`config.mk`:
```
export PLATFORM = sky130hd
export DESIGN_NAME = fifo_queue_with_remove_and_peek
export DESIGN_NICKNAME = d
export VERILOG_FILES = /design/src/hw/rtl/fqrp_pkg.sv /design/src/hw/rtl/fifo_queue_with_remove_and_peek.sv /design/src/hw/rtl/fqrp_dpath.sv /design/src/hw/rtl/fqrp_ctrl.sv
export SDC_FILE = /design/constraint.sdc
export NUM_CORES = 1
export LEC_CHECK = 0
export BUFFER_PORTS_ARGS = -buffer_cell sky130_fd_sc_hd__buf_2
export CELL_PAD_IN_SITES_DETAIL_PLACEMENT = 1
export CELL_PAD_IN_SITES_GLOBAL_PLACEMENT = 1
export CORE_ASPECT_RATIO = 0.8
export CORE_MARGIN = 4
export CORE_UTILIZATION = 25
export CTS_CLUSTER_DIAMETER = 40
export DETAILED_ROUTE_END_ITERATION = 10
export GPL_TIMING_DRIVEN = 0
export MAX_ROUTING_LAYER = met4
export PLACE_DENSITY = 0.51
export SYNTH_ARGS = -nofsm -noshare
export SYNTH_HDL_FRONTEND = slang
export SYNTH_HIERARCHICAL = 1
export SYNTH_SLANG_ARGS = --single-unit
```
`constraint.sdc`:
```
create_clock -name clk_i -period 4.47 [get_ports clk_i]
set_clock_uncertainty 0.1 [all_clocks]
set_input_delay 0.2235 -clock clk_i [delete_from_list [all_inputs] [get_ports clk_i]]
set_output_delay 0.2235 -clock clk_i [all_outputs]
set_load 0.005 [all_outputs]
```
`src/hw/rtl/fqrp_pkg.sv`:
```
// shared types, codes and constants of the fifo queue with remove and peek
package fqrp_pkg;

  // defaults for the top level parameters
  localparam int DefDepth     = 16;
  localparam int DefDataWidth = 32;

  // fixed field widths of the stream ports
  localparam int IoDataW   = 32;
  localparam int PosW      = 4;
  localparam int OccW      = 5;
  localparam int CmdW      = 2;
  localparam int StatusW   = 2;
  localparam int InTdataW  = 40;
  localparam int OutTdataW = 40;
  localparam int OutTuserW = 3;

  // request commands
  typedef enum logic [CmdW-1:0] {
    CMD_ENQ    = 2'd0,
    CMD_DEQ    = 2'd1,
    CMD_PEEK   = 2'd2,
    CMD_REMOVE = 2'd3
  } cmd_e;

  // result status codes
  typedef enum logic [StatusW-1:0] {
    ST_OK       = 2'd0,
    ST_EMPTY    = 2'd1,
    ST_FULL     = 2'd2,
    ST_NOTFOUND = 2'd3
  } status_e;

  // controller states
  typedef enum logic [2:0] {
    S_IDLE,
    S_EXEC,
    S_RDWAIT,
    S_SCAN,
    S_DONE
  } state_e;

  // read address source for a single read
  typedef enum logic {
    RD_HEAD,
    RD_POS
  } rd_src_e;

  // commands from controller to datapath
  typedef struct packed {
    logic    latch;
    logic    enq_wr;
    logic    rd_issue;
    rd_src_e rd_src;
    logic    pop;
    logic    scan_start;
    logic    scan_step;
    logic    finish;
    logic    fin_data;
    status_e fin_status;
    logic    fin_rem;
    logic    out_load;
  } ctrl_t;

  // status from datapath to controller
  typedef struct packed {
    cmd_e cmd;
    logic empty;
    logic full;
    logic pos_ok;
    logic scan_last;
  } stat_t;

endpackage

```
`src/hw/rtl/fifo_queue_with_remove_and_peek.sv`:
```
// top level of the fifo queue with remove and peek
//
// Commands arrive on the s_axis channel: enqueue, dequeue, peek at a
// position counted from the head, or remove the first entry equal to a
// word. Each accepted request yields exactly one result on m_axis with
// the word found, a hit flag, the new occupancy and a status.
// Entries sit in a circular memory with one read and one write port;
// dequeue moves the head pointer, remove closes the gap by moving the
// following entries one place toward the head.
// One request is worked at a time: enqueue and every refused command
// (empty, full or position out of range) need no memory read, dequeue
// and peek need one memory read, and remove streams every held entry
// through the read port for the scan and the compaction. A new request
// is taken only once the last result has moved to the output register.
// Reset empties the queue and clears the output valid; memory contents
// are not cleared and no clearing pass runs.
// A result waits in the output register while the receiver stalls; the
// next request is still taken and worked, and its result waits
// internally until the output register frees.
module fifo_queue_with_remove_and_peek
  import fqrp_pkg::*;
#(
  parameter int DEPTH      = DefDepth,
  parameter int DATA_WIDTH = DefDataWidth
) (
  input  logic                 clk_i,
  input  logic                 rst_ni,
  input  logic                 s_axis_tvalid,
  output logic                 s_axis_tready,
  // value [31:0], position [35:32], zero pad [39:36]
  input  logic [InTdataW-1:0]  s_axis_tdata,
  // command [1:0]
  input  logic [CmdW-1:0]      s_axis_tuser,
  output logic                 m_axis_tvalid,
  input  logic                 m_axis_tready,
  // data_out [31:0], occupancy [36:32], zero pad [39:37]
  output logic [OutTdataW-1:0] m_axis_tdata,
  // hit [0], status [2:1]
  output logic [OutTuserW-1:0] m_axis_tuser
);

  ctrl_t              ctrl;
  stat_t              stat;
  logic [IoDataW-1:0] out_data;
  logic               out_hit;
  logic [OccW-1:0]    out_occ;
  logic [StatusW-1:0] out_status;

  // sequencing
  fqrp_ctrl u_ctrl (
    .clk_i       (clk_i),
    .rst_ni      (rst_ni),
    .in_valid_i  (s_axis_tvalid),
    .in_ready_o  (s_axis_tready),
    .out_valid_o (m_axis_tvalid),
    .out_ready_i (m_axis_tready),
    .stat_i      (stat),
    .ctrl_o      (ctrl)
  );

  // storage and result path
  fqrp_dpath #(
    .DEPTH      (DEPTH),
    .DATA_WIDTH (DATA_WIDTH)
  ) u_dpath (
    .clk_i        (clk_i),
    .rst_ni       (rst_ni),
    .ctrl_i       (ctrl),
    .stat_o       (stat),
    .cmd_i        (s_axis_tuser),
    .value_i      (s_axis_tdata[IoDataW-1:0]),
    .pos_i        (s_axis_tdata[IoDataW +: PosW]),
    .out_data_o   (out_data),
    .out_hit_o    (out_hit),
    .out_occ_o    (out_occ),
    .out_status_o (out_status)
  );

  // result packing
  assign m_axis_tdata = {{(OutTdataW - IoDataW - OccW){1'b0}}, out_occ, out_data};
  assign m_axis_tuser = {out_status, out_hit};

endmodule

```
`src/hw/rtl/fqrp_dpath.sv`:
```
// datapath: circular entry memory, pointers, scan and compaction, result registers
module fqrp_dpath
  import fqrp_pkg::*;
#(
  parameter int DEPTH      = DefDepth,
  parameter int DATA_WIDTH = DefDataWidth
) (
  input  logic               clk_i,
  input  logic               rst_ni,
  input  ctrl_t              ctrl_i,
  output stat_t              stat_o,
  input  logic [CmdW-1:0]    cmd_i,
  input  logic [IoDataW-1:0] value_i,
  input  logic [PosW-1:0]    pos_i,
  output logic [IoDataW-1:0] out_data_o,
  output logic               out_hit_o,
  output logic [OccW-1:0]    out_occ_o,
  output logic [StatusW-1:0] out_status_o
);

  localparam int AW   = $clog2(DEPTH);
  localparam int CW   = $clog2(DEPTH + 1);
  localparam int CmpW = (PosW > CW) ? PosW : CW;
  localparam logic [AW:0]   DepthA = (AW + 1)'(DEPTH);
  localparam logic [CW-1:0] DepthC = CW'(DEPTH);

  // logical index from head to memory address, wrapping at DEPTH
  function automatic logic [AW-1:0] phys(input logic [AW-1:0] base,
                                         input logic [AW-1:0] off);
    logic [AW:0] sum;
    sum = {1'b0, base} + {1'b0, off};
    if (sum >= DepthA) begin
      sum = sum - DepthA;
    end
    return sum[AW-1:0];
  endfunction

  logic [DATA_WIDTH-1:0] mem_q [DEPTH];
  logic [DATA_WIDTH-1:0] rd_data_q;

  cmd_e                  cmd_q;
  logic [DATA_WIDTH-1:0] value_q;
  logic [PosW-1:0]       pos_q;

  logic [AW-1:0] head_q, head_d;
  logic [CW-1:0] count_q, count_d;
  logic [CW-1:0] rd_idx_q, rd_idx_d;
  logic [CW-1:0] cmp_idx_q, cmp_idx_d;
  logic          found_q, found_d;

  logic [IoDataW-1:0] res_data_q;
  logic               res_hit_q;
  status_e            res_status_q;

  logic [IoDataW-1:0] out_data_q;
  logic               out_hit_q;
  logic [OccW-1:0]    out_occ_q;
  logic [StatusW-1:0] out_status_q;

  logic                  match_now;
  logic                  found_any;
  logic                  rd_en;
  logic [AW-1:0]         rd_addr;
  logic                  wr_en;
  logic [AW-1:0]         wr_addr;
  logic [DATA_WIDTH-1:0] wr_data;

  // scan compare on the word that arrived from memory
  assign match_now = !found_q && (rd_data_q == value_q);
  assign found_any = found_q || match_now;

  // status toward the controller
  assign stat_o.cmd       = cmd_q;
  assign stat_o.empty     = (count_q == '0);
  assign stat_o.full      = (count_q == DepthC);
  assign stat_o.pos_ok    = (CmpW'(pos_q) < CmpW'(count_q));
  assign stat_o.scan_last = (cmp_idx_q == count_q - CW'(1));

  // memory read port: single reads, then the scan stream
  always_comb begin
    rd_en   = 1'b0;
    rd_addr = phys(head_q, rd_idx_q[AW-1:0]);
    if (ctrl_i.rd_issue) begin
      rd_en = 1'b1;
      if (ctrl_i.rd_src == RD_POS) begin
        rd_addr = phys(head_q, AW'(pos_q));
      end else begin
        rd_addr = head_q;
      end
    end else if (ctrl_i.scan_step && (rd_idx_q < count_q)) begin
      rd_en = 1'b1;
    end
  end

  // memory write port: enqueue at the tail or move a word one place toward the head
  always_comb begin
    wr_en   = 1'b0;
    wr_addr = phys(head_q, count_q[AW-1:0]);
    wr_data = value_q;
    if (ctrl_i.enq_wr) begin
      wr_en = 1'b1;
    end else if (ctrl_i.scan_step && found_q) begin
      wr_en   = 1'b1;
      wr_addr = phys(head_q, cmp_idx_q[AW-1:0] - AW'(1));
      wr_data = rd_data_q;
    end
  end

  // entry memory with registered read data
  always_ff @(posedge clk_i) begin
    if (rd_en) begin
      rd_data_q <= mem_q[rd_addr];
    end
    if (wr_en) begin
      mem_q[wr_addr] <= wr_data;
    end
  end

  // pointer, count and scan index updates
  always_comb begin
    head_d    = head_q;
    count_d   = count_q;
    rd_idx_d  = rd_idx_q;
    cmp_idx_d = cmp_idx_q;
    found_d   = found_q;
    if (ctrl_i.enq_wr) begin
      count_d = count_q + CW'(1);
    end
    if (ctrl_i.pop) begin
      head_d  = phys(head_q, AW'(1));
      count_d = count_q - CW'(1);
    end
    if (ctrl_i.scan_start) begin
      rd_idx_d  = CW'(1);
      cmp_idx_d = '0;
      found_d   = 1'b0;
    end
    if (ctrl_i.scan_step) begin
      rd_idx_d  = rd_idx_q + CW'(1);
      cmp_idx_d = cmp_idx_q + CW'(1);
      found_d   = found_any;
    end
    if (ctrl_i.fin_rem && found_any) begin
      count_d = count_q - CW'(1);
    end
  end

  // control registers
  always_ff @(posedge clk_i or negedge rst_ni) begin
    if (!rst_ni) begin
      head_q    <= '0;
      count_q   <= '0;
      rd_idx_q  <= '0;
      cmp_idx_q <= '0;
      found_q   <= 1'b0;
    end else begin
      head_q    <= head_d;
      count_q   <= count_d;
      rd_idx_q  <= rd_idx_d;
      cmp_idx_q <= cmp_idx_d;
      found_q   <= found_d;
    end
  end

  // request capture, result and output registers
  always_ff @(posedge clk_i) begin
    if (ctrl_i.latch) begin
      cmd_q   <= cmd_e'(cmd_i);
      value_q <= DATA_WIDTH'(value_i);
      pos_q   <= pos_i;
    end
    if (ctrl_i.finish) begin
      res_data_q   <= ctrl_i.fin_data ? IoDataW'(rd_data_q) : '0;
      res_hit_q    <= ctrl_i.fin_data;
      res_status_q <= ctrl_i.fin_status;
    end else if (ctrl_i.fin_rem) begin
      res_data_q   <= '0;
      res_hit_q    <= found_any;
      res_status_q <= found_any ? ST_OK : ST_NOTFOUND;
    end
    if (ctrl_i.out_load) begin
      out_data_q   <= res_data_q;
      out_hit_q    <= res_hit_q;
      out_occ_q    <= OccW'(count_q);
      out_status_q <= res_status_q;
    end
  end

  assign out_data_o   = out_data_q;
  assign out_hit_o    = out_hit_q;
  assign out_occ_o    = out_occ_q;
  assign out_status_o = out_status_q;

  // enqueue never writes into a full queue
  a_enq_not_full: assert property (@(posedge clk_i) disable iff (!rst_ni)
    ctrl_i.enq_wr |-> (count_q != DepthC))
    else $error("enqueue write while full");

  // a pop leaves the count one lower
  a_pop_count: assert property (@(posedge clk_i) disable iff (!rst_ni)
    ctrl_i.pop |=> (count_q == $past(count_q) - CW'(1)))
    else $error("pop did not lower the count");

  // compaction only moves words that follow the removed entry
  a_shift_index: assert property (@(posedge clk_i) disable iff (!rst_ni)
    (ctrl_i.scan_step && found_q) |-> (cmp_idx_q != '0))
    else $error("compaction write at the head");

endmodule

```
`src/hw/rtl/fqrp_ctrl.sv`:
```
// controller: command sequencing state machine and output valid
module fqrp_ctrl
  import fqrp_pkg::*;
(
  input  logic  clk_i,
  input  logic  rst_ni,
  input  logic  in_valid_i,
  output logic  in_ready_o,
  output logic  out_valid_o,
  input  logic  out_ready_i,
  input  stat_t stat_i,
  output ctrl_t ctrl_o
);

  state_e state_q, state_d;
  logic   out_valid_q, out_valid_d;
  logic   slot_free;

  assign slot_free = !out_valid_q || out_ready_i;

  // state and output valid registers
  always_ff @(posedge clk_i or negedge rst_ni) begin
    if (!rst_ni) begin
      state_q     <= S_IDLE;
      out_valid_q <= 1'b0;
    end else begin
      state_q     <= state_d;
      out_valid_q <= out_valid_d;
    end
  end

  // next state and datapath commands
  always_comb begin
    state_d     = state_q;
    out_valid_d = out_valid_q && !out_ready_i;
    in_ready_o  = 1'b0;
    ctrl_o      = '0;
    case (state_q)
      S_IDLE: begin
        in_ready_o = 1'b1;
        if (in_valid_i) begin
          ctrl_o.latch = 1'b1;
          state_d      = S_EXEC;
        end
      end
      S_EXEC: begin
        state_d = S_DONE;
        case (stat_i.cmd)
          CMD_ENQ: begin
            ctrl_o.finish = 1'b1;
            if (stat_i.full) begin
              ctrl_o.fin_status = ST_FULL;
            end else begin
              ctrl_o.enq_wr     = 1'b1;
              ctrl_o.fin_status = ST_OK;
            end
          end
          CMD_DEQ: begin
            if (stat_i.empty) begin
              ctrl_o.finish     = 1'b1;
              ctrl_o.fin_status = ST_EMPTY;
            end else begin
              ctrl_o.rd_issue = 1'b1;
              ctrl_o.rd_src   = RD_HEAD;
              state_d         = S_RDWAIT;
            end
          end
          CMD_PEEK: begin
            if (!stat_i.pos_ok) begin
              ctrl_o.finish     = 1'b1;
              ctrl_o.fin_status = ST_NOTFOUND;
            end else begin
              ctrl_o.rd_issue = 1'b1;
              ctrl_o.rd_src   = RD_POS;
              state_d         = S_RDWAIT;
            end
          end
          CMD_REMOVE: begin
            if (stat_i.empty) begin
              ctrl_o.finish     = 1'b1;
              ctrl_o.fin_status = ST_NOTFOUND;
            end else begin
              ctrl_o.rd_issue   = 1'b1;
              ctrl_o.rd_src     = RD_HEAD;
              ctrl_o.scan_start = 1'b1;
              state_d           = S_SCAN;
            end
          end
          default: begin
            ctrl_o.finish     = 1'b1;
            ctrl_o.fin_status = ST_NOTFOUND;
          end
        endcase
      end
      S_RDWAIT: begin
        ctrl_o.finish     = 1'b1;
        ctrl_o.fin_data   = 1'b1;
        ctrl_o.fin_status = ST_OK;
        ctrl_o.pop        = (stat_i.cmd == CMD_DEQ);
        state_d           = S_DONE;
      end
      S_SCAN: begin
        ctrl_o.scan_step = 1'b1;
        if (stat_i.scan_last) begin
          ctrl_o.fin_rem = 1'b1;
          state_d        = S_DONE;
        end
      end
      S_DONE: begin
        if (slot_free) begin
          ctrl_o.out_load = 1'b1;
          out_valid_d     = 1'b1;
          state_d         = S_IDLE;
        end
      end
      default: begin
        state_d = S_IDLE;
      end
    endcase
  end

  assign out_valid_o = out_valid_q;

  // a result is loaded only into a free or draining output slot
  a_load_free: assert property (@(posedge clk_i) disable iff (!rst_ni)
    ctrl_o.out_load |-> (!out_valid_q || out_ready_i))
    else $error("result overwrote an unread result");

  // a new result appears only from the done state
  a_valid_from_done: assert property (@(posedge clk_i) disable iff (!rst_ni)
    $rose(out_valid_q) |-> ($past(state_q) == S_DONE))
    else $error("output valid raised outside done state");

endmodule
```
==> flow_metrics.env <==
export IMPL_max_cap_viol_count=0
export IMPL_finish_instance_area_mm2=0.0337
export IMPL_timing_hold_worst_class="in2async"
export IMPL_period_share_pct=94.9
export IMPL_tritoncts_buffers=82
export IMPL_layout_nets=1739
export IMPL_postSynthCellCount=1405
export IMPL_via_count_of_the_first_global_routing_pass=14900
export IMPL_cell_by_cell_trace_of_the_critical_path="inv_1, ha_1, o21ai_0, nand2b_1, a21oi_1, nor2b_1, o21ai_1, nand2_1, o21a_1, nor2_1, buf_2, o211ai_1, o21ai_0, buf_4, clkbuf_4, mux4_2, mux2i_1, mux2i_1"
export IMPL_finalWorstPathRequiredPeriod_ns=4.24
export IMPL_top_level_ports=91
export IMPL_max_slew_margin_rel_pct=8.54
export IMPL_global_route_wire_length_before_repair_um=110000
export IMPL_yosys_top_cells_area="edfxtp_1 72%, mux4_2 11%, mux2i_1 3.7%"
export IMPL_path_max_fanout=10
export IMPL_cp_end_kind="flop"
export IMPL_die_height_um=303
export IMPL_power_total_uw=25400
export IMPL_tritoncts="yes"
export IMPL_grt_start_max_net_pins=39
export IMPL_final_critical_path_setup_slack_ns=0.227
export IMPL_status="complete, no violations"
export IMPL_synth_edf_count=657
export IMPL_detailedRoute_firstPassIterationCount=7
export IMPL_crit_start="u_dpath/count_q[1]"
export IMPL_synth_cell_types=52
export IMPL_asyncSetResetFlopFracSynth_pct=3.52
export IMPL_drt_antenna_violating_nets=0
export IMPL_dp_hpwl_um=50600
export IMPL_tritoncts_num_sinks=681
export IMPL_dpl_cell_area_mm2=0.0301
export IMPL_place_port_buffers=83
export IMPL_worst_skew_pair_late_latency_ns=0.64
export IMPL_maxClockFrequency_mhz=236
export IMPL_synth_area_leader_cell="edfxtp_1"
export IMPL_clockRootBuffer="clkbuf_16"
export IMPL_grt_use_total_pct=13.9
export IMPL_critical_path_reg2reg_endpoint="u_dpath/rd_data_q[6]"
export IMPL_die_width_um=377
export IMPL_yosysSeqAreaShare_pct=74.6
export IMPL_finalCoreUtilization_pct=31.1
export IMPL_global_placement_routability_congestion=0.763
export IMPL_r2r_worst_path_cells=18
export IMPL_vdd_ir_drop_max_v=0.000409
export IMPL_post_synth_instance_area_mm2=0.0272
export IMPL_synth_seq_cells=681
export IMPL_synth_warnings=6
export IMPL_viasPerCell=4.51
export IMPL_total_leakage_power_uw=0.0112
export IMPL_reg2reg_slack_ns=0.23
export IMPL_area_delta_synth_final_pct=23.6
export IMPL_route_detailed_wl_per_inst_um=24.6
export IMPL_synth_top_cell_area_share_pct=72.4
export IMPL_cp_slowest_stage_delay_ns=0.44
export IMPL_drc_errors=0
export IMPL_core_rowCount=108
export IMPL_placement_setup_worst_slack_ns=-0.782
export IMPL_critPathSlowestCell="dfrtp_2"
export IMPL_critical_path_startpoint_type="flop"
export IMPL_initial_core_util_pct=25.2
export IMPL_yosys_top_cells_count="657 x edfxtp_1, 128 x mux4_2, 125 x nand2_1"
export IMPL_tightestPinTransition_ns=1.37
export IMPL_final_setup_viol_count=0
export IMPL_drt_wl_total_um=77600
export IMPL_worst_ep_required_time_ns=4.74
export IMPL_synth_flop_cell="edfxtp_1"
export IMPL_cts_clk_slew_worst_paths_ns=0.06
export IMPL_ctsLongestPathBuffers=3
export IMPL_unrepaired_setup_endpoints_after_global_routing="yes"
export IMPL_core_area_mm2=0.108
export IMPL_pwr_density_cell_mw_per_mm2=754
export IMPL_timing_hold_violations_final=0
export IMPL_setup_worst_path_class="reg2reg"
export IMPL_drive_gt1_share_pct=27.4
export IMPL_die_area_mm2=0.114
export IMPL_globalRoute_totalOverflow=0
export IMPL_dr_first_iter_drc_count=1197
export IMPL_routed_via_count=14200
export IMPL_post_synth_top_count_cell="edfxtp_1"
export IMPL_antenna_found_initial=5
export IMPL_h_tree_depth=3
export IMPL_worst_setup_path_endpoint="u_dpath/rd_data_q[6]"
export IMPL_r2r_start="u_dpath/count_q[1]"
export IMPL_postSynthAreaPerCell_um2=19.4
export IMPL_cp_arrival_ns=4.52
export IMPL_final_max_slew_violation_count=0
==> state kept, by name, indices dropped and copies added, names as in the netlist, 5 cells and up <==
signal and flops:
u_dpath/out_data_o 32, u_dpath/rd_data_q 32, u_dpath/count_q 5, u_dpath/value_q 32, u_dpath/cmp_idx_q 5, u_dpath/res_data_q 32, u_dpath/rd_idx_q 5, u_dpath/out_occ_o 5
u_dpath/mem_q 512
==> layer usage <==
metal | part of all wire, % | GRT usage (%)
met1 | 49 | 20.4
met2 | 43 | 19.9
met3 | 6.5 | 3.02
met4 | 1.6 | 2.77
met5 | 0 | -
==> how the worst min path moves through the flow <==
stage	depth (start not counted)	end
4_1_cts	2	u_ctrl/state_q[0]
2_1_floorplan	0	u_ctrl/out_valid_o
6_report	2	u_dpath/cmp_idx_q[2]
5_1_grt	2	u_ctrl/out_valid_o
3_3_place_gp	1	u_dpath/count_q[2]
3_5_place_dp	1	u_dpath/count_q[3]
==> what timing repair did <==
action,CTS,global route
setup endpoints to repair,345,129
gates resized for setup,29,26
pin swaps,5,0
buffers inserted,12,15
gates cloned,0,1
hold endpoints to repair,65,0
hold buffers,41,0
==> placed cells by master, fill, tap and decap left out, types with 13 or more instances in the layout <==
cell	Yosys	routed
a21oi_1	14	14
and3_1	38	37
buf_12	0	15
buf_2	14	97
buf_4	4	35
buf_6	14	13
clkbuf_1	28	27
clkbuf_16	0	85
dfrtp_1	24	21
dlygate4sd3_1	0	41
edfxtp_1	657	657
ha_1	26	26
inv_1	23	23
mux2i_1	100	96
mux4_2	128	128
nand2_1	125	125
nor2_1	33	17
nor2_4	0	16
xnor2_1	49	49
==> worst max-delay path, delay by kind of cell, from the launching register on <==
kind	cells	cell delay, ns
buffers and inverters	4	1.02
AOI/OAI and AO/OA	6	0.93
muxes	3	0.78
DFF	1	0.44
and+or+nand+nor	4	0.41
adders and majority gates	1	0.26
==> cell type report <==
class,count,area (um2)
antenna,1,2.50
buffer,62,414
clock buffer,96,2190
clock inverter,51,646
fill,11000,74600
inverter,24,90.1
multi-input combinational,638,6620
sequential,681,20300
tap,1430,1790
timing repair buffer,174,1570
==> logic make-up (layout without fill, tap and decap cells) <==
logic type	count (synthesis)	in the layout	synth area share, %
adder cells (fa/ha/maj)	30	30	1.49
flip-flops	681	681	74.6
AND/OR/NAND/NOR	251	251	4.28
AO/OA/AOI/OAI	66	66	1.65
buffers and inverters	88	407	1.72
multiplexers	229	229	14.3
other	1	4	0.0138
XOR/XNOR	59	59	1.90
==> where the power goes <==
group | internal, uW | switching (uW) | total, uW
Clock | 4200 | 2750 | 6950
Combinational | 4210 | 5440 | 9650
Sequential | 8260 | 497 | 8750
Total | 16700 | 8690 | 25400
==> per-stage QoR <==
| step | cells | TNS, ns | hold WS, ns |
|---|---|---|---|
| 6_report | 3157 | 0 | 0.0404 |
| 5_1_grt | 3156 | -0.203 | 0.0748 |
| 4_1_cts | 3141 | 0 | 0.0210 |
| 3_5_place_dp | 2942 | -47.35 | 0.194 |
| 3_3_place_gp | 2920 | -1289.82 | 0.175 |
| 2_1_floorplan | 1407 | 0 | -0.172 |
Note: power is estimated with default switching activity, not from simulation.
